File: src/rtl/core/urlpd_pkg.sv
// Package with the shared types and character constants of the URL percent decoder.
`timescale 1ns / 1ps

package urlpd_pkg;

    // Character codes that the decoder recognizes or produces.
    localparam logic [7:0] CH_PERCENT = 8'h25;
    localparam logic [7:0] CH_PLUS    = 8'h2B;
    localparam logic [7:0] CH_SPACE   = 8'h20;
    localparam logic [7:0] CH_NUL     = 8'h00;
    localparam logic [7:0] CH_LF      = 8'h0A;
    localparam logic [7:0] CH_CR      = 8'h0D;

    // Most results that one input item can cause.
    localparam int unsigned MAX_RESULTS = 3;

    // Configuration register indexes.
    typedef enum logic [2:0] {
        REG_FORM_MODE        = 3'd0,
        REG_SAFE_MODE        = 3'd1,
        REG_DROP_CONTROLS    = 3'd2,
        REG_QUOTE_CLASS_LOW  = 3'd3,
        REG_QUOTE_CLASS_HIGH = 3'd4
    } reg_index_t;

    // Escape progress.
    typedef enum logic [1:0] {
        PH_IDLE = 2'd0,
        PH_ONE  = 2'd1,
        PH_TWO  = 2'd2
    } phase_t;

    typedef struct packed {
        logic         form_mode;
        logic         safe_mode;
        logic         drop_controls;
        logic [127:0] quote_class;
    } cfg_t;

    typedef struct packed {
        logic [7:0] data;
        logic       has_byte;
        logic       last;
    } res_t;

    typedef struct packed {
        res_t [MAX_RESULTS-1:0] item;
        logic [1:0]             count;
    } batch_t;

endpackage

File: src/rtl/core/urlpd_cfg.sv
// Configuration register file of the URL percent decoder.
`timescale 1ns / 1ps

module urlpd_cfg
(
    input  logic              clk,
    input  logic              rst_n,
    input  logic              wr_en,
    input  logic [2:0]        wr_index,
    input  logic [63:0]       wr_data,
    output urlpd_pkg::cfg_t   cfg
);

    logic         form_mode_reg;
    logic         safe_mode_reg;
    logic         drop_controls_reg;
    logic [63:0]  quote_low_reg;
    logic [63:0]  quote_high_reg;

    always_ff @(posedge clk or negedge rst_n)
    begin
        if (!rst_n)
        begin
            form_mode_reg     <= 1'b0;
            safe_mode_reg     <= 1'b0;
            drop_controls_reg <= 1'b0;
            quote_low_reg     <= '0;
            quote_high_reg    <= '0;
        end
        else if (wr_en)
        begin
            // Indexes beyond the register list are ignored.
            unique case (wr_index)
                urlpd_pkg::REG_FORM_MODE:        form_mode_reg     <= wr_data[0];
                urlpd_pkg::REG_SAFE_MODE:        safe_mode_reg     <= wr_data[0];
                urlpd_pkg::REG_DROP_CONTROLS:    drop_controls_reg <= wr_data[0];
                urlpd_pkg::REG_QUOTE_CLASS_LOW:  quote_low_reg     <= wr_data;
                urlpd_pkg::REG_QUOTE_CLASS_HIGH: quote_high_reg    <= wr_data;
                default:
                begin
                end
            endcase
        end
    end

    assign cfg.form_mode     = form_mode_reg;
    assign cfg.safe_mode     = safe_mode_reg;
    assign cfg.drop_controls = drop_controls_reg;
    assign cfg.quote_class   = {quote_high_reg, quote_low_reg};

endmodule

File: src/rtl/core/urlpd_decode.sv
// Combinational decode of one input byte into up to three results and the next escape state.
`timescale 1ns / 1ps

module urlpd_decode
(
    input  logic                 [7:0] in_byte,
    input  logic                       end_of_string,
    input  urlpd_pkg::phase_t          phase,
    input  logic                 [7:0] first_digit,
    input  urlpd_pkg::cfg_t            cfg,
    output urlpd_pkg::batch_t          batch,
    output urlpd_pkg::phase_t          phase_next,
    output logic                 [7:0] digit_next
);

    // Returns the digit value in the low nibble, with bit 4 set when the byte is a hex digit.
    function automatic logic [4:0] hex_value(input logic [7:0] b);
        logic [4:0] r;
        begin
            r = 5'd0;
            if (b >= 8'h30 && b <= 8'h39)
            begin
                r = {1'b1, b[3:0]};
            end
            else if ((b >= 8'h41 && b <= 8'h46) || (b >= 8'h61 && b <= 8'h66))
            begin
                r = {1'b1, b[3:0] + 4'd9};
            end
            return r;
        end
    endfunction

    logic [4:0] hex_in;
    logic [4:0] hex_first;
    logic [7:0] decoded;
    logic       in_class;
    logic       is_control;
    logic       idle_is_pct;
    logic [7:0] idle_char;
    logic [1:0] cnt;
    urlpd_pkg::res_t [urlpd_pkg::MAX_RESULTS-1:0] items;

    assign hex_in     = hex_value(in_byte);
    assign hex_first  = hex_value(first_digit);
    assign decoded    = {hex_first[3:0], hex_in[3:0]};
    assign in_class   = !decoded[7] && cfg.quote_class[decoded[6:0]];
    assign is_control = decoded == urlpd_pkg::CH_NUL || decoded == urlpd_pkg::CH_LF
                        || decoded == urlpd_pkg::CH_CR;

    // Handling of a byte that arrives with no escape pending.
    assign idle_is_pct = in_byte == urlpd_pkg::CH_PERCENT;
    assign idle_char   = (cfg.form_mode && in_byte == urlpd_pkg::CH_PLUS) ?
                         urlpd_pkg::CH_SPACE : in_byte;

    always_comb
    begin
        items      = '0;
        cnt        = 2'd0;
        phase_next = urlpd_pkg::PH_IDLE;
        digit_next = first_digit;

        unique case (phase)
            urlpd_pkg::PH_ONE:
            begin
                if (hex_in[4])
                begin
                    digit_next = in_byte;
                    phase_next = urlpd_pkg::PH_TWO;
                end
                else
                begin
                    items[cnt] = '{urlpd_pkg::CH_PERCENT, 1'b1, 1'b0};
                    cnt = cnt + 2'd1;
                    if (idle_is_pct)
                    begin
                        phase_next = urlpd_pkg::PH_ONE;
                    end
                    else
                    begin
                        items[cnt] = '{idle_char, 1'b1, 1'b0};
                        cnt = cnt + 2'd1;
                    end
                end
            end
            urlpd_pkg::PH_TWO:
            begin
                if (!hex_in[4])
                begin
                    // Malformed escape: replay the percent and the first digit.
                    items[cnt] = '{urlpd_pkg::CH_PERCENT, 1'b1, 1'b0};
                    cnt = cnt + 2'd1;
                    items[cnt] = '{first_digit, 1'b1, 1'b0};
                    cnt = cnt + 2'd1;
                    if (idle_is_pct)
                    begin
                        phase_next = urlpd_pkg::PH_ONE;
                    end
                    else
                    begin
                        items[cnt] = '{idle_char, 1'b1, 1'b0};
                        cnt = cnt + 2'd1;
                    end
                end
                else if (cfg.safe_mode && in_class)
                begin
                    items[cnt] = '{urlpd_pkg::CH_PERCENT, 1'b1, 1'b0};
                    cnt = cnt + 2'd1;
                    items[cnt] = '{first_digit, 1'b1, 1'b0};
                    cnt = cnt + 2'd1;
                    items[cnt] = '{in_byte, 1'b1, 1'b0};
                    cnt = cnt + 2'd1;
                end
                else if (!(cfg.drop_controls && is_control))
                begin
                    items[cnt] = '{decoded, 1'b1, 1'b0};
                    cnt = cnt + 2'd1;
                end
            end
            default:
            begin
                if (idle_is_pct)
                begin
                    phase_next = urlpd_pkg::PH_ONE;
                end
                else
                begin
                    items[cnt] = '{idle_char, 1'b1, 1'b0};
                    cnt = cnt + 2'd1;
                end
            end
        endcase

        if (end_of_string)
        begin
            // Flush a pending escape literally.
            if (phase_next == urlpd_pkg::PH_ONE)
            begin
                items[cnt] = '{urlpd_pkg::CH_PERCENT, 1'b1, 1'b0};
                cnt = cnt + 2'd1;
            end
            else if (phase_next == urlpd_pkg::PH_TWO)
            begin
                items[cnt] = '{urlpd_pkg::CH_PERCENT, 1'b1, 1'b0};
                cnt = cnt + 2'd1;
                items[cnt] = '{digit_next, 1'b1, 1'b0};
                cnt = cnt + 2'd1;
            end
            phase_next = urlpd_pkg::PH_IDLE;
            digit_next = 8'h00;
            if (cnt == 2'd0)
            begin
                items[0] = '{8'h00, 1'b0, 1'b1};
                cnt = 2'd1;
            end
            else
            begin
                items[cnt - 2'd1].last = 1'b1;
            end
        end

        batch.item  = items;
        batch.count = cnt;
    end

endmodule

File: src/rtl/core/urlpd_outbuf.sv
// Result buffer that holds the results of one item and hands them out one per cycle while the receiver is ready.
`timescale 1ns / 1ps

module urlpd_outbuf
(
    input  logic                    clk,
    input  logic                    rst_n,
    input  logic                    load,
    input  urlpd_pkg::batch_t       batch,
    output logic                    load_ready,
    output logic [1:0]              count,
    output logic                    m_tvalid,
    input  logic                    m_tready,
    output logic [7:0]              m_tdata,
    output logic                    m_tuser,
    output logic                    m_tlast
);

    urlpd_pkg::res_t [urlpd_pkg::MAX_RESULTS-1:0] items_reg;
    urlpd_pkg::res_t [urlpd_pkg::MAX_RESULTS-1:0] items_next;
    logic [1:0] count_reg;
    logic [1:0] count_next;
    logic       pop;

    assign pop        = m_tvalid && m_tready;
    // A new item may land once the buffer is empty or its final result leaves now.
    assign load_ready = (count_reg == 2'd0) || (count_reg == 2'd1 && m_tready);

    always_comb
    begin
        items_next = items_reg;
        count_next = count_reg;
        if (load)
        begin
            items_next = batch.item;
            count_next = batch.count;
        end
        else if (pop)
        begin
            items_next = {urlpd_pkg::res_t'('0), items_reg[urlpd_pkg::MAX_RESULTS-1:1]};
            count_next = count_reg - 2'd1;
        end
    end

    always_ff @(posedge clk or negedge rst_n)
    begin
        if (!rst_n)
        begin
            count_reg <= 2'd0;
        end
        else
        begin
            count_reg <= count_next;
        end
    end

    always_ff @(posedge clk)
    begin
        items_reg <= items_next;
    end

    assign count    = count_reg;
    assign m_tvalid = count_reg != 2'd0;
    assign m_tdata  = items_reg[0].data;
    assign m_tuser  = items_reg[0].has_byte;
    assign m_tlast  = items_reg[0].last;

endmodule

File: src/rtl/core/url_percent_decoder.sv
// Top level of the streaming URL percent decoder.
`timescale 1ns / 1ps

// Streaming URL percent decoder. Encoded bytes enter on the slave stream, one
// item per byte with tlast marking the last byte of a string; decoded bytes
// leave on the master stream. A '%' followed by two hex digits becomes the byte
// they spell; a malformed escape gives back the '%' (and the first digit) and
// then treats the offending byte normally. Form mode turns '+' into a space,
// safe mode keeps escapes of quote-class ASCII characters literal, and
// drop-controls mode discards decoded NUL, CR and LF. At the end of a string a
// pending escape is flushed literally and the final result carries tlast; if
// the final input byte yields no byte at all, a bare end mark with tuser low
// and tdata zero is sent. Each input item is decoded in the cycle it is taken
// and its zero to three results are loaded together into a three-entry result
// buffer, from which one result leaves per cycle while the receiver is ready.
// On traffic where every item yields at most one result, the decoder sustains
// one byte per clock while the receiver does not stall; an item with more
// results holds the input back, as the next item is taken only once the
// buffer is down to its final result being delivered. Configuration is written
// through the cfg port (index 0 form_mode, 1 safe_mode, 2 drop_controls, 3 and
// 4 the low and high halves of the 128-bit quote class) while the stream is
// idle; it is always ready, and indexes beyond 4 are ignored.
module url_percent_decoder
(
    input  logic        clk,
    input  logic        rst_n,
    // Input stream.
    input  logic        s_tvalid,
    output logic        s_tready,
    input  logic [7:0]  s_tdata,   // [7:0] in_byte
    input  logic        s_tlast,   // end_of_string
    // Output stream.
    output logic        m_tvalid,
    input  logic        m_tready,
    output logic [7:0]  m_tdata,   // [7:0] out_byte
    output logic        m_tuser,   // [0] has_byte
    output logic        m_tlast,   // last
    // Configuration write channel.
    input  logic        cfg_valid,
    output logic        cfg_ready,
    input  logic [2:0]  cfg_index,
    input  logic [63:0] cfg_data
);

    urlpd_pkg::cfg_t   cfg;
    urlpd_pkg::batch_t batch;
    urlpd_pkg::phase_t phase_reg;
    urlpd_pkg::phase_t phase_next;
    logic [7:0]        digit_reg;
    logic [7:0]        digit_next;
    logic              accept;
    logic [1:0]        buf_count;

    assign cfg_ready = 1'b1;
    assign accept    = s_tvalid && s_tready;

    urlpd_cfg u_cfg
    (
        .clk      (clk),
        .rst_n    (rst_n),
        .wr_en    (cfg_valid && cfg_ready),
        .wr_index (cfg_index),
        .wr_data  (cfg_data),
        .cfg      (cfg)
    );

    urlpd_decode u_decode
    (
        .in_byte       (s_tdata),
        .end_of_string (s_tlast),
        .phase         (phase_reg),
        .first_digit   (digit_reg),
        .cfg           (cfg),
        .batch         (batch),
        .phase_next    (phase_next),
        .digit_next    (digit_next)
    );

    // Escape state advances only on accepted items.
    always_ff @(posedge clk or negedge rst_n)
    begin
        if (!rst_n)
        begin
            phase_reg <= urlpd_pkg::PH_IDLE;
            digit_reg <= 8'h00;
        end
        else if (accept)
        begin
            phase_reg <= phase_next;
            digit_reg <= digit_next;
        end
    end

    urlpd_outbuf u_outbuf
    (
        .clk        (clk),
        .rst_n      (rst_n),
        .load       (accept),
        .batch      (batch),
        .load_ready (s_tready),
        .count      (buf_count),
        .m_tvalid   (m_tvalid),
        .m_tready   (m_tready),
        .m_tdata    (m_tdata),
        .m_tuser    (m_tuser),
        .m_tlast    (m_tlast)
    );

`ifndef SYNTH
    // Input is taken only when the buffer holds at most its final result.
    assert property (@(posedge clk) disable iff (!rst_n)
        s_tready |-> (buf_count == 2'd0 || buf_count == 2'd1))
        else $error("input ready while result buffer still holds several results");

    // The end of a string leaves no escape pending.
    assert property (@(posedge clk) disable iff (!rst_n)
        (accept && s_tlast) |=> (phase_reg == urlpd_pkg::PH_IDLE && digit_reg == 8'h00))
        else $error("escape state not cleared after end of string");

    // Every string end produces at least one result.
    assert property (@(posedge clk) disable iff (!rst_n)
        (accept && s_tlast) |=> m_tvalid)
        else $error("end of string produced no result");

    // A result without a byte is only ever the bare end mark.
    assert property (@(posedge clk) disable iff (!rst_n)
        (m_tvalid && !m_tuser) |-> (m_tlast && m_tdata == 8'h00))
        else $error("empty result that is not a bare end mark");
`endif

endmodule

File: config.mk
export PLATFORM = sky130hd
export DESIGN_NAME = url_percent_decoder
export DESIGN_NICKNAME = d
export VERILOG_FILES = /design/src/rtl/core/urlpd_pkg.sv /design/src/rtl/core/urlpd_cfg.sv /design/src/rtl/core/urlpd_decode.sv /design/src/rtl/core/urlpd_outbuf.sv /design/src/rtl/core/url_percent_decoder.sv
export SDC_FILE = /design/constraint.sdc
export NUM_CORES = 1
export LEC_CHECK = 0
export ABC_CLOCK_PERIOD_IN_PS = 5800
export BUFFER_PORTS_ARGS = -buffer_cell sky130_fd_sc_hd__buf_4
export CELL_PAD_IN_SITES_DETAIL_PLACEMENT = 0
export CELL_PAD_IN_SITES_GLOBAL_PLACEMENT = 1
export CORE_ASPECT_RATIO = 1.25
export CORE_MARGIN = 3
export CORE_UTILIZATION = 26
export CTS_CLUSTER_SIZE = 10
export DETAILED_ROUTE_END_ITERATION = 16
export GPL_ROUTABILITY_DRIVEN = 0
export PLACE_DENSITY_LB_ADDON = 0.1
export SLEW_MARGIN = 20
export SYNTH_ARGS = -nofsm -noshare
export SYNTH_HDL_FRONTEND = slang
export SYNTH_SLANG_ARGS = --single-unit
File: constraint.sdc
create_clock -name clk -period 5.8 [get_ports clk]
set_input_delay 0.58 -clock clk [delete_from_list [all_inputs] [get_ports clk]]
set_output_delay 0.58 -clock clk [all_outputs]
set_load 0.01 [all_outputs]
Yosys cells after proc, flatten, opt, wreduce, memory -nomap -nowiden
Index checks and enable logic that the tools add are counted.
Widths: inputs -> output; s select.
Operators by class
  reductions and logical operators: 33
  bitwise operators: 3
  $add $sub $neg: 6
  shift-type cells: 0
  equality and inequality tests: 13
  divide/modulo/power cells: 0
  multiplexer cells: 55
  order comparisons: 19
  multiply operators: 0
Operator list (count)
  $mux 30: 7
  $mux 10: 7
  $bwmux 30: 2
  $demux 10 s2: 3
  $mux 20: 3
  $pmux 10 s2: 2
  $ge 8x7->1 const B: 4
  $le 8x7->1 const B: 4
  $mux 8: 4
  $mux 2: 14
  $and 18x18->18: 1
  $not 18->18: 1
  $eq 8x4->1 const B: 2
  $eq 8x6->1 const B: 2
  $ge 8x6->1 const B: 2
  $le 8x6->1 const B: 2
  $logic_and 1x1->1: 16
  $or 12x12->12: 1
  $mux 5: 2
  $reduce_and 2->1: 5
  $lt 2x3->1 const B: 3
  $add 4x4->4 const B: 2
  $logic_not 8->1: 1
  $lt 7x8->1 const B: 1
  other kinds (17): 38
Word-level totals
  bits in registers: 173
  memories kept: 0
  memory bits (read-only): 0
  latch bits: 0
  output and inout port bits: 13
  logic and storage cells: 146
  bits in writable memories: 0

Depth between registers and ports, before layout
Gate-level depths: netlist of run 1.
  depth in word-level cells: 27
  mapped depth: 26

Hierarchy
Synthesis of run 1 repeated with hierarchy kept, for this count alone.
Second synthesis, totals
  cells, all modules: 879
  area, all modules: 10269.8 µm²
Modules (own cells, without submodules)
  urlpd_cfg: instances 1, sequential area each 3278.1 µm², cells an instance 284, area each 5257.5 µm²
  urlpd_decode: instances 1, sequential area each 0.0 µm², cells an instance 480, area each 3148.0 µm²
  urlpd_outbuf: instances 1, sequential area each 950.9 µm², cells an instance 90, area each 1435.1 µm²
  url_percent_decoder: instances 1, sequential area each 250.2 µm², cells an instance 25, area each 429.2 µm²

Worst setup path after synthesis of run 1
OpenSTA, ideal clock, no wires.
  path type: input-to-reg
  start: in s_tdata[0]
  end: reg u_outbuf.items_reg, in the netlist u_outbuf.m_tdata[5] (data pin)
  stages on the path: 24
  library setup time: 0.257 ns
  arrival: 4.839 ns
  buffers on the path: 5
  path slack: 0.704 ns
  cells stage by stage: buf_2 inv_1 buf_2 ha_1 or3b_1 and2_1 buf_6 buf_8 mux2i_1 o211ai_1 o21ai_0 o211a_1 nor3_1 a2bb2oi_2 a21oi_4 buf_6 a21oi_1 inv_1 ha_1 a21oi_1 o21ai_0 or3_1 o311a_1 a32o_1
RTL lines
  from (decl): RTL line url_percent_decoder.sv:30  | input logic [7:0] s_tdata,
  to (signal assigned): RTL line urlpd_outbuf.sv:59  | items_reg <= items_next;
  to (decl): RTL line urlpd_outbuf.sv:19  | urlpd_pkg::res_t [urlpd_pkg::MAX_RESULTS-1:0] items_reg;

==> key figures, run 1 <==
Outcome
  – Outcome: complete, no violations

Synthesis
  – Seq cells post-synth: between 150 and 200
  – Syn_nets: around 1,000
  – Post-synth top area share: a little over a third
  – FFs w/ async S/R, synth: between 80% and 90%
  – Multiplexer area fraction after synthesis: between 15 and 20%
  – Largest family of logic cells by synthesized area: multiplexers
  – Post-synth EDFFs: 30
  – Syn. warnings: 0
  – Post-Synth XOR/XNOR Area: 0%
  – Adder-Cell Fraction of Synth Area: under 10%
  – Area fraction in compound gates after synthesis: roughly 17%
  – Ys flop type: dfrtp_1
  – Post-synth top cells: dfrtp_1, mux2_2, nand2_1, nor2_1, nand3_1
  – Cell accounting for the most synthesized area: dfrtp_1
  – Post-synthesis instance total: between 900 and 1,000
  – Top post-synthesis cells by area: dfrtp_1, mux2_2, edfxtp_1, nand2_1, ha_1
  – Syn Std Cell Area: approximately 10000 um^2
  – Syn_area_per_cell: about 11 um^2
  – Count leader, synth: dfrtp_1
  – Post-synth cell types: 82
  – Register area share after synthesis: a little under half
  – Post-Synth Simple-Gate Area: between 10% and 20%

Flow run
  – Maxcap violations: 0

Routing
  – Final wirelength: roughly 33,000 um
  – Initial DRT Pass Iterations: 5
  – Routed vias: roughly 7,600
  – Routed len/inst: 22.3 um
  – DRT antenna net count: 0
  – Post-route DRC: 0
  – DRT iter0 DRCs: roughly 320
  – Vias/cell: 5.09

STA
  – Post-layout min period: roughly 5.5 ns
  – Worst Max-Slew Pin Slew: 1.02 ns
  – Final Worst Setup Slack: 0.328 ns
  – Relative max-transition margin: roughly a third
  – Setup TNS: 0 ns
  – Fin. max-slew vios: 0
  – Final Setup Violations: 0
  – Layout Skew: 0.00978 ns
  – Final period utilization: a little over nine tenths
  – RSZ-0062 raised after global routing: no
  – Peak Freq: between 0.15 and 0.2 GHz
  – Hold_ws: between 0.2 and 0.25 ns
  – Final hold viol count: 0

Critical path
  – R2R depth: 18
  – FF-to-FF Start: digit_reg[0]
  – RR Endpoint: u_outbuf.m_tdata[2]
  – WS Path Type: in -> reg
  – CP arrival: approximately 5.7 ns
  – Startpoint types: input pin
  – Worst Path Max Fanout: 6
  – Setup crit end kind: register
  – Worst R2R Setup Slack: about 0.65 ns
  – WP data required: 6.01 ns
  – CP startpoint: s_tdata[1]

Placed design
  – Placed cell areas: about 11,000 um^2
  – Post-Place Cells: approximately 1,500
  – Pre-CTS setup slack: -0.107 ns
  – DPL Wire Length: 24,000 um
  – Number of port buffers: around 90

Global routing
  – Largest net degree at the start of global routing: 100
  – GRT Overall Usage: 16.8%
  – Remaining global-route overflow: 0
  – Initial antenna violation count: 1
  – First-pass GRT wire length: slightly above 50,000 um
  – Number of global-route vias before repair: about 8,100

Layout
  – Fill count: 3,875
  – # nets final: about 1,100
  – Fin area: ~12,000 um^2
  – Fin util: between 30% and 40%
  – Inserted Diodes: 0
  – Non-Filler Instances: 1,492
  – Share of cells above drive strength 1: between 30% and 40%
  – Area delta synth->final: 18.9%

Clock tree
  – Inserted Clock Buffers: 17
  – CTS tree: yes
  – Skew-Pair Late Insertion Delay: between 0.4 and 0.5 ns
  – Root buffer cell: clkbuf_16
  – Clock sink total: around 170
  – Post-CTS Setup Bufs: 0
  – Post-cts resize count: 0
  – CTS HTree Levels: 4
  – Deepest clock path buffer count: 2
  – Hold-fix buffers, CTS: 0
  – Reg clk slew, reported paths: ~0.08 ns

Floorplanning
  – Vert. Die Dim: ~220 um
  – CORE AREA: 36,700 um^2
  – Die X: approximately 180 um
  – Ports: 94
  – Starting Density: a little over a quarter
  – Site Rows: roughly 80
  – DIE AREA: roughly 40,000 um^2

Power
  – PD cells: 330 nW/um^2
  – Max IR drop VDD: 0.188 mV
  – Pwr Total: around 3.8 mW
  – Pleak: between 4 and 5 nW

Min path
  – HP Class: in -> async
-- power by group --
part           internal, mW  total (mW)  leakage [nW]  switching (mW)
logic                 0.431       0.886          2.42           0.456
registers              1.55        1.73          2.04           0.181
clock network         0.673        1.22         0.291           0.544
total                  2.65        3.83          4.75            1.18
-- layout make-up --
class | instances | area, um^2 | share of cell area, %
clock inverter | 12 | 150 | 1.29
inverter | 17 | 63.8 | 0.549
tap | 480 | 601 | 5.17
multi-input combinational | 663 | 4870 | 41.9
sequential | 173 | 4480 | 38.6
timing repair buffer | 127 | 995 | 8.56
clock buffer | 20 | 458 | 3.94
-- worst max-delay path by stage --
stage | end | slack [ns]
finish | u_outbuf.m_tdata[2] | 0.33
global route | u_outbuf.m_tdata[2] | 0.11
CTS | u_outbuf.m_tdata[2] | 0.39
detailed placement | u_outbuf.m_tdata[2] | -0.11
global placement | u_outbuf.m_tdata[5] | 0.18
floorplan | u_outbuf.m_tdata[5] | 0.70
-- logic make-up after synthesis --
group,Yosys count
AO/OA/AOI/OAI,221
adder cells (fa/ha/maj),15
other,1
AND/OR/NAND/NOR,269
flip-flops,173
multiplexers,157
buffers and inverters,82
-- worst max-delay path, stage by stage --
cell and delay (ns):
buf_4 0.14, inv_1 0.10, ha_1 0.22, or3b_1 0.41, and3_1 0.28, o21ai_1 0.30, nor2_1 0.25, a32oi_1 0.38
o2111ai_1 0.19, o31ai_1 0.51, a2bb2oi_2 0.27, a21oi_4 0.11, a21oi_1 0.27, inv_1 0.15, ha_1 0.28, a21oi_1 0.17
o21ai_0 0.13, buf_4 0.18, a2111oi_0 0.45, buf_4 0.21, o31ai_1 0.06
-- cells in the final DEF, fill, tap and decap left out, drive strengths merged, types with 4 or more instances in the layout --
cell type    n
nor2        38
inv         23
a22oi       17
dfrtp      143
buf        127
edfxtp      30
a21o         4
o211ai      12
nand2b       5
and3        18
a21oi       40
a222oi       5
clkbuf      20
nor3        10
a32oi        6
o31ai       10
nand4        5
and2         4
nand3       36
a31oi       17
o21ai       38
a32o         4
a211oi      13
o2111ai      4
a2bb2oi      4
a22o         6
o22ai        9
nor2b        8
nand2      124
mux2       139
mux2i       18
ha          15
-- layer usage --
metal	global-route usage [%]	routed length, um	up-vias	share of wire, %
met4	5.57	702	2	2.1
li1	-	-	3587	-
met1	20.8	14700	3817	44
met3	3.08	977	31	2.9
met2	29.3	17000	159	51
met5	0	13	-	0.039
No activity file was read; power rests on OpenSTA's default activity.
==> run 2, diff against run 1 <==
Settings changed: MAX_ROUTING_LAYER set to met4.
==> key figures, run 2 (synthesis gave the netlist of run 1 again) <==
STA
  – Final Setup Violations: 0 (unchanged)
  – Final hold viol count: 0 (unchanged)
  – Final Worst Setup Slack: 0.380 ns (+0.0525 ns)
  – Fin. max-slew vios: 0 (unchanged)
  – RSZ-0062 raised after global routing: no
  – Relative max-transition margin: 32.7% (+0.76 points)
  – Post-layout min period: 5.42 ns (-0.0525 ns)
  – Peak Freq: 0.185 GHz (+0.97%)
  – Layout Skew: 0.0108 ns (+0.000987 ns)
  – Worst Max-Slew Pin Slew: 1.01 ns (-0.0114 ns)
  – Final period utilization: 93.4% (-0.90 points)

Global routing
  – Remaining global-route overflow: 0 (unchanged)
  – First-pass GRT wire length: 51,100 um (+0.14%)
  – Largest net degree at the start of global routing: 100 (unchanged)
  – GRT Overall Usage: 17.3% (+0.51 points)
  – Initial antenna violation count: 1 (unchanged)
  – Number of global-route vias before repair: 8,049 (-0.087%)

Power
  – Pwr Total: 3.83 mW (about the same)
  – PD cells: 330 nW/um^2 (-0.10%)
  – Max IR drop VDD: 0.187 mV (-0.49%)
  – Pleak: 4.75 nW (about the same)

Layout
  – Fin util: 31.7% (about the same)
  – Area delta synth->final: 18.9% (about the same)
  – Multi-input gate area: 4870 um^2 (unchanged)
  – # nets final: 1,095 (unchanged)
  – FF+latch area: 4480 um^2 (unchanged)
  – Most common cell after layout, fill and taps aside: dfrtp_1
  – Share of cells above drive strength 1: 31.5% (unchanged)
  – Fill count: 3,877 (+0.052%)
  – Most frequent cells in the layout: dfrtp_1, mux2_2, nand2_1, buf_4, nor2_1
  – Non-Filler Instances: 1,493 (+0.067%)

Critical path
  – Setup crit end kind: register
  – Startpoint types: input pin
  – CP delay by family, top: compound AO/OA/AOI/OAI gates
  – Crit path cell chain: buf_4 > inv_1 > ha_1 > or3b_1 > and3_1 > o21ai_1 > nor2_1 > a32oi_1 > o2111ai_1 > o31ai_1 > a2bb2oi_2 > a21oi_4 > a21oi_1 > inv_1 > ha_1 > a21oi_1 > o21ai_0 > buf_4 > a2111oi_0 > buf_4 > o31ai_1
  – FF-to-FF Start: digit_reg[0]
  – Worst Path Max Fanout: 6 (unchanged)
  – Worst R2R Setup Slack: 0.61 ns (-0.04 ns)
  – WP data required: 6.00 ns (about the same)
  – CP arrival: 5.62 ns (-0.06 ns)
  – Slowest cell on the critical path: o31ai_1
  – WS Path Type: in -> reg
  – CP bufs+invs: 5 (unchanged)
  – R2R depth: 18 (unchanged)
  – Worst path max stage delay: 0.52 ns (about the same)
  – Crit-path most repeated cell: buf_4
  – CP startpoint: s_tdata[1]
  – RR Endpoint: u_outbuf.m_tdata[2]

Clock tree
  – Skew-Pair Late Insertion Delay: 0.46 ns (about the same)
  – Hold-fix buffers, CTS: 0 (unchanged)
  – CTS HTree Levels: 4 (unchanged)
  – CTS tree: yes
  – Inserted Clock Buffers: 17 (unchanged)
  – Clock sink total: 173 (unchanged)
  – Post-CTS Setup Bufs: 0 (unchanged)
  – Post-cts resize count: 0 (unchanged)
  – Root buffer cell: clkbuf_16
  – Deepest clock path buffer count: 2 (unchanged)
  – Reg clk slew, reported paths: 0.07 ns (about the same)

Floorplanning
  – DIE AREA: 40,000 um^2 (unchanged)
  – CORE AREA: 36,700 um^2 (unchanged)
  – Site Rows: 78 (unchanged)
  – Ports: 94 (unchanged)
  – Die X: 179 um (unchanged)
  – Starting Density: 26.6% (unchanged)
  – Vert. Die Dim: 223 um (unchanged)

Min path
  – HP Class: in -> async

Placed design
  – Number of port buffers: 92 (unchanged)
  – Pre-CTS setup slack: -0.107 ns (unchanged)
  – DPL Wire Length: 24,000 um (unchanged)
  – Post-Place Cells: 1,460 (unchanged)

Routing
  – DRT iter0 DRCs: 404 (+27%)
  – Final wirelength: 33,200 um (-0.31%)
  – WL met2: 16,800 um (-0.80%)
  – Routed vias: 7,608 (+0.16%)
  – Initial DRT Pass Iterations: 7 (+2)
  – Routed len/inst: 22.2 um (-0.38%)
  – Met3 WL: 934 um (-4.4%)
  – Post-route DRC: 0 (unchanged)
  – Vias/cell: 5.10 (about the same)
  – DRT antenna net count: 0 (unchanged)
  – Uppermost layer routed: met4
  – Met1 WL: 14,700 um (+0.30%)

Outcome
  – Outcome: complete, no violations

Flow run
  – Maxcap violations: 0 (unchanged)
run 2: cell types whose count changed in the layout (fill, tap and decap cells not counted):
cell     previous run  this run
diode_2             0         1
run 2: per-layer routing:
metal  vias to the layer above  GRT usage [%]
met1                      3842           20.9
li1                       3588              -
met4                         0           5.64
met5                         -              -
met3                        33           2.88
met2                       145           29.4
run 2: power by group:
group,internal [mW],switching (mW)
Clock,0.673,0.542
Combinational,0.430,0.455
Sequential,1.55,0.181
Total,2.65,1.18
run 2: metrics by stage:
step / hold WS, ns / setup TNS (ns) / area (um^2)
6_report: 0.230 / 0 / 11600
5_1_grt: 0.307 / 0 / 11600
4_1_cts: 0.274 / 0 / 11600
3_5_place_dp: 0.490 / -0.130 / 11000
3_3_place_gp: 0.488 / 0 / 11000
2_1_floorplan: 0.284 / 0 / 9770
run 2: layout make-up:
| cell class | count | area share, % |
|---|---|---|
| clock inverters | 12 | 1.29 |
| repair buffers | 127 | 8.56 |
| multi-input cells | 663 | 41.9 |
| inverters | 17 | 0.549 |
| diodes | 1 | 0.0215 |
| flip-flops and latches | 173 | 38.5 |
| clock buffers | 20 | 3.94 |
| well taps | 480 | 5.17 |
run 2: worst register-to-register path: stages (launching register included):
cell and delay [ns]:
dfrtp_1 0.50, inv_1 0.16, ha_1 0.19, o21bai_1 0.10, a2111oi_0 0.71, mux2_2 0.49, nand3_1 0.12, o31a_1 0.40
a2bb2oi_2 0.24, a21oi_4 0.11, a21oi_1 0.27, inv_1 0.15, ha_1 0.28, a21oi_1 0.17, o21ai_0 0.13, buf_4 0.18
a2111oi_0 0.47, buf_4 0.21, o31ai_1 0.07
run 2: how the worst max path moves through the flow:
| stage | endpoint | slack [ns] | cells after the start |
|---|---|---|---|
| after global placement | u_outbuf.m_tdata[5] | 0.18 | 20 |
| after global routing | u_outbuf.m_tdata[2] | 0.11 | 21 |
| after floorplan | u_outbuf.m_tdata[5] | 0.70 | 24 |
| final | u_outbuf.m_tdata[2] | 0.38 | 21 |
| after CTS | u_outbuf.m_tdata[2] | 0.39 | 21 |
| after detailed placement | u_outbuf.m_tdata[2] | -0.11 | 21 |
==> run 3, diff against run 2 <==
Settings changed: ABC_CLOCK_PERIOD_IN_PS 5800 to 5900.
Clock period 5.8 ns to 5.9 ns, I/O delays scaled along.
==> key figures, run 3 (synthesis gave the netlist of run 1 again) <==
Floorplanning
  – Site Rows: 78 (unchanged)
  – Die X: 179 um (unchanged)
  – CORE AREA: 36,700 um^2 (unchanged)
  – Ports: 94 (unchanged)
  – Starting Density: 26.6% (unchanged)
  – DIE AREA: 40,000 um^2 (unchanged)
  – Vert. Die Dim: 223 um (unchanged)

Placed design
  – Placed cell areas: 11,000 um^2 (-0.27%)
  – Number of port buffers: 92 (unchanged)
  – DPL Wire Length: 24,500 um (+1.9%)

Layout
  – Fin util: 31.7% (+0.034 points)
  – Most frequent cells in the layout: dfrtp_1, mux2_2, nand2_1, buf_4, nor2_1
  – Most common cell after layout, fill and taps aside: dfrtp_1
  – Share of cells above drive strength 1: 31.3% (-0.17 points)
  – # nets final: 1,091 (-0.37%)
  – Fill count: 3,868 (-0.23%)
  – Area delta synth->final: 19.0%
  – Fin area: 11,600 um^2 (+0.11%)

Power
  – Pwr Total: 3.83 mW (about the same)
  – Seq pwr share: 44.6% (-0.6 points)
  – PD cells: 330 nW/um^2 (about the same)
  – Psw: 1.16 mW (-1.7%)
  – Pleak: 4.75 nW (about the same)
  – Switch share: 30.2% (-0.52 points)
  – Clock share of power: 32.7% (+1.0 points)
  – Max IR drop VDD: 0.203 mV (+8.8%)
  – Logic pwr share: 22.7% (-0.4 points)
  – P_int: 2.67 mW (+0.79%)

Routing
  – Final wirelength: 33,500 um (+0.83%)
  – Initial DRT Pass Iterations: 7 (unchanged)
  – Routed vias: 7,648 (+0.53%)
  – Post-route DRC: 0 (unchanged)
  – DRT iter0 DRCs: 393 (-2.7%)
  – Routed len/inst: 22.5 um (+1.1%)
  – DRT antenna net count: 0 (unchanged)
  – Vias/cell: 5.14 (+0.80%)

Min path
  – HP Class: in -> async

Critical path
  – WP data required: 6.12 ns (+0.12 ns)
  – Worst Path Max Fanout: 21 (+15)
  – Setup crit end kind: register
  – RR Endpoint: u_outbuf.m_tdata[5]
  – FF-to-FF Start: digit_reg[0]
  – CP arrival: 5.41 ns (-0.21 ns)
  – Startpoint types: input pin
  – WS Path Type: in -> reg
  – Worst R2R Setup Slack: 0.78 ns (+0.17 ns)
  – R2R depth: 17 (-1)

STA
  – Fin. max-slew vios: 0 (unchanged)
  – Peak Freq: approximately 0.19 GHz
  – Final period utilization: ~88%
  – Layout Skew: 0.0150 ns (+0.00425 ns)
  – Setup TNS: 0 ns (unchanged)
  – Post-layout min period: between 5 and 6 ns
  – Final hold viol count: 0 (unchanged)
  – Worst Max-Slew Pin Slew: 0.970 ns (-0.0400 ns)
  – RSZ-0062 raised after global routing: no
  – Final Setup Violations: 0 (unchanged)
  – Relative max-transition margin: 35.3% (+2.7 points)

Global routing
  – First-pass GRT wire length: 51,700 um (+1.2%)
  – Remaining global-route overflow: 0 (unchanged)
  – GRT Overall Usage: 17.4% (+0.15 points)
  – Initial antenna violation count: 1 (unchanged)
  – Largest net degree at the start of global routing: 86 (-14%)
  – Number of global-route vias before repair: 8,061 (+0.15%)

Clock tree
  – Post-CTS Setup Bufs: 0 (unchanged)
  – Post-cts resize count: 0 (unchanged)
  – Skew-Pair Late Insertion Delay: 0.46 ns (about the same)
  – CTS HTree Levels: 4 (unchanged)
  – Hold-fix buffers, CTS: 0 (unchanged)
  – Root buffer cell: clkbuf_16
  – Reg clk slew, reported paths: 0.07 ns (about the same)
  – CTS tree: yes
  – Deepest clock path buffer count: 2 (unchanged)
  – Clock sink total: 173 (unchanged)
  – Inserted Clock Buffers: 17 (unchanged)

Flow run
  – Maxcap violations: 0 (unchanged)

Outcome
  – Outcome: complete, no violations
## run 3: cell count changes in the layout (fill, tap and decap cells not counted), sizes merged
cell | previous run | this run
buf | 127 | 123
clkinv | 2 | 5
inv | 23 | 20
bufinv | 2 | 4
clkbuf | 20 | 19
clkinvlp | 2 | 1
## run 3: how the worst max path moves through the flow
stage | start | to | cells after the start
final | s_tdata[0] | u_outbuf.m_tdata[5] | 21
after global routing | s_tdata[0] | u_outbuf.m_tdata[5] | 21
after CTS | digit_reg[0] | u_outbuf.m_tdata[5] | 17
after detailed placement | s_tdata[0] | u_outbuf.m_tdata[5] | 21
after global placement | s_tdata[0] | u_outbuf.m_tdata[5] | 21
after floorplan | s_tdata[0] | u_outbuf.m_tdata[5] | 24
## run 3: critical path: stages
cell and delay, ns:
buf_4 0.20, inv_1 0.11, ha_1 0.20, or3b_1 0.41, and3_1 0.32, o22ai_4 0.49, buf_12 0.22, a211oi_1 0.05
a31oi_1 0.17, o22ai_1 0.10, o31ai_1 0.31, a2bb2oi_2 0.25, a21oi_4 0.10, a21oi_1 0.27, inv_1 0.16, ha_1 0.30
a21oi_1 0.17, o21ai_0 0.18, or3_1 0.35, o311a_1 0.16, a32o_1 0.27
## run 3: final cells by class
cell class                 count  area [um^2]  area share [%]
multi-input combinational    663         4870            41.9
sequential                   173         4480            38.5
timing repair buffer         123          965            8.29
tap                          480          601            5.16
clock buffer                  19          443            3.81
clock inverter                13          208            1.79
inverter                      17         63.8           0.549
antenna                        1         2.50          0.0215
## run 3: metrics by stage
stage	hold slack, ns	std cells	worst slack, ns
floorplan	0.294	918	0.794
global placement	0.488	1456	0.326
detailed placement	0.491	1456	0.249
CTS	0.226	1488	0.704
global route	0.272	1489	0.283
finish	0.207	1489	0.715
## run 3: power by group through the flow
stage | clock network, mW | logic [mW] | registers, mW
floorplan | 0 | 0.611 | 1.65
global placement | 0 | 0.886 | 1.74
detailed placement | 0 | 0.886 | 1.74
CTS | 1.30 | 0.888 | 1.72
global route | 1.34 | 0.969 | 1.75
finish | 1.25 | 0.871 | 1.71
## run 3: layer usage
| layer | part of all wire, % | vias up | GRT usage, % |
|---|---|---|---|
| met4 | 2.0 | 0 | 5.22 |
| met1 | 43 | 3881 | 21.1 |
| met2 | 52 | 164 | 29.9 |
| met3 | 3.0 | 32 | 2.77 |
| met5 | 0 | - | - |
| li1 | - | 3571 | - |
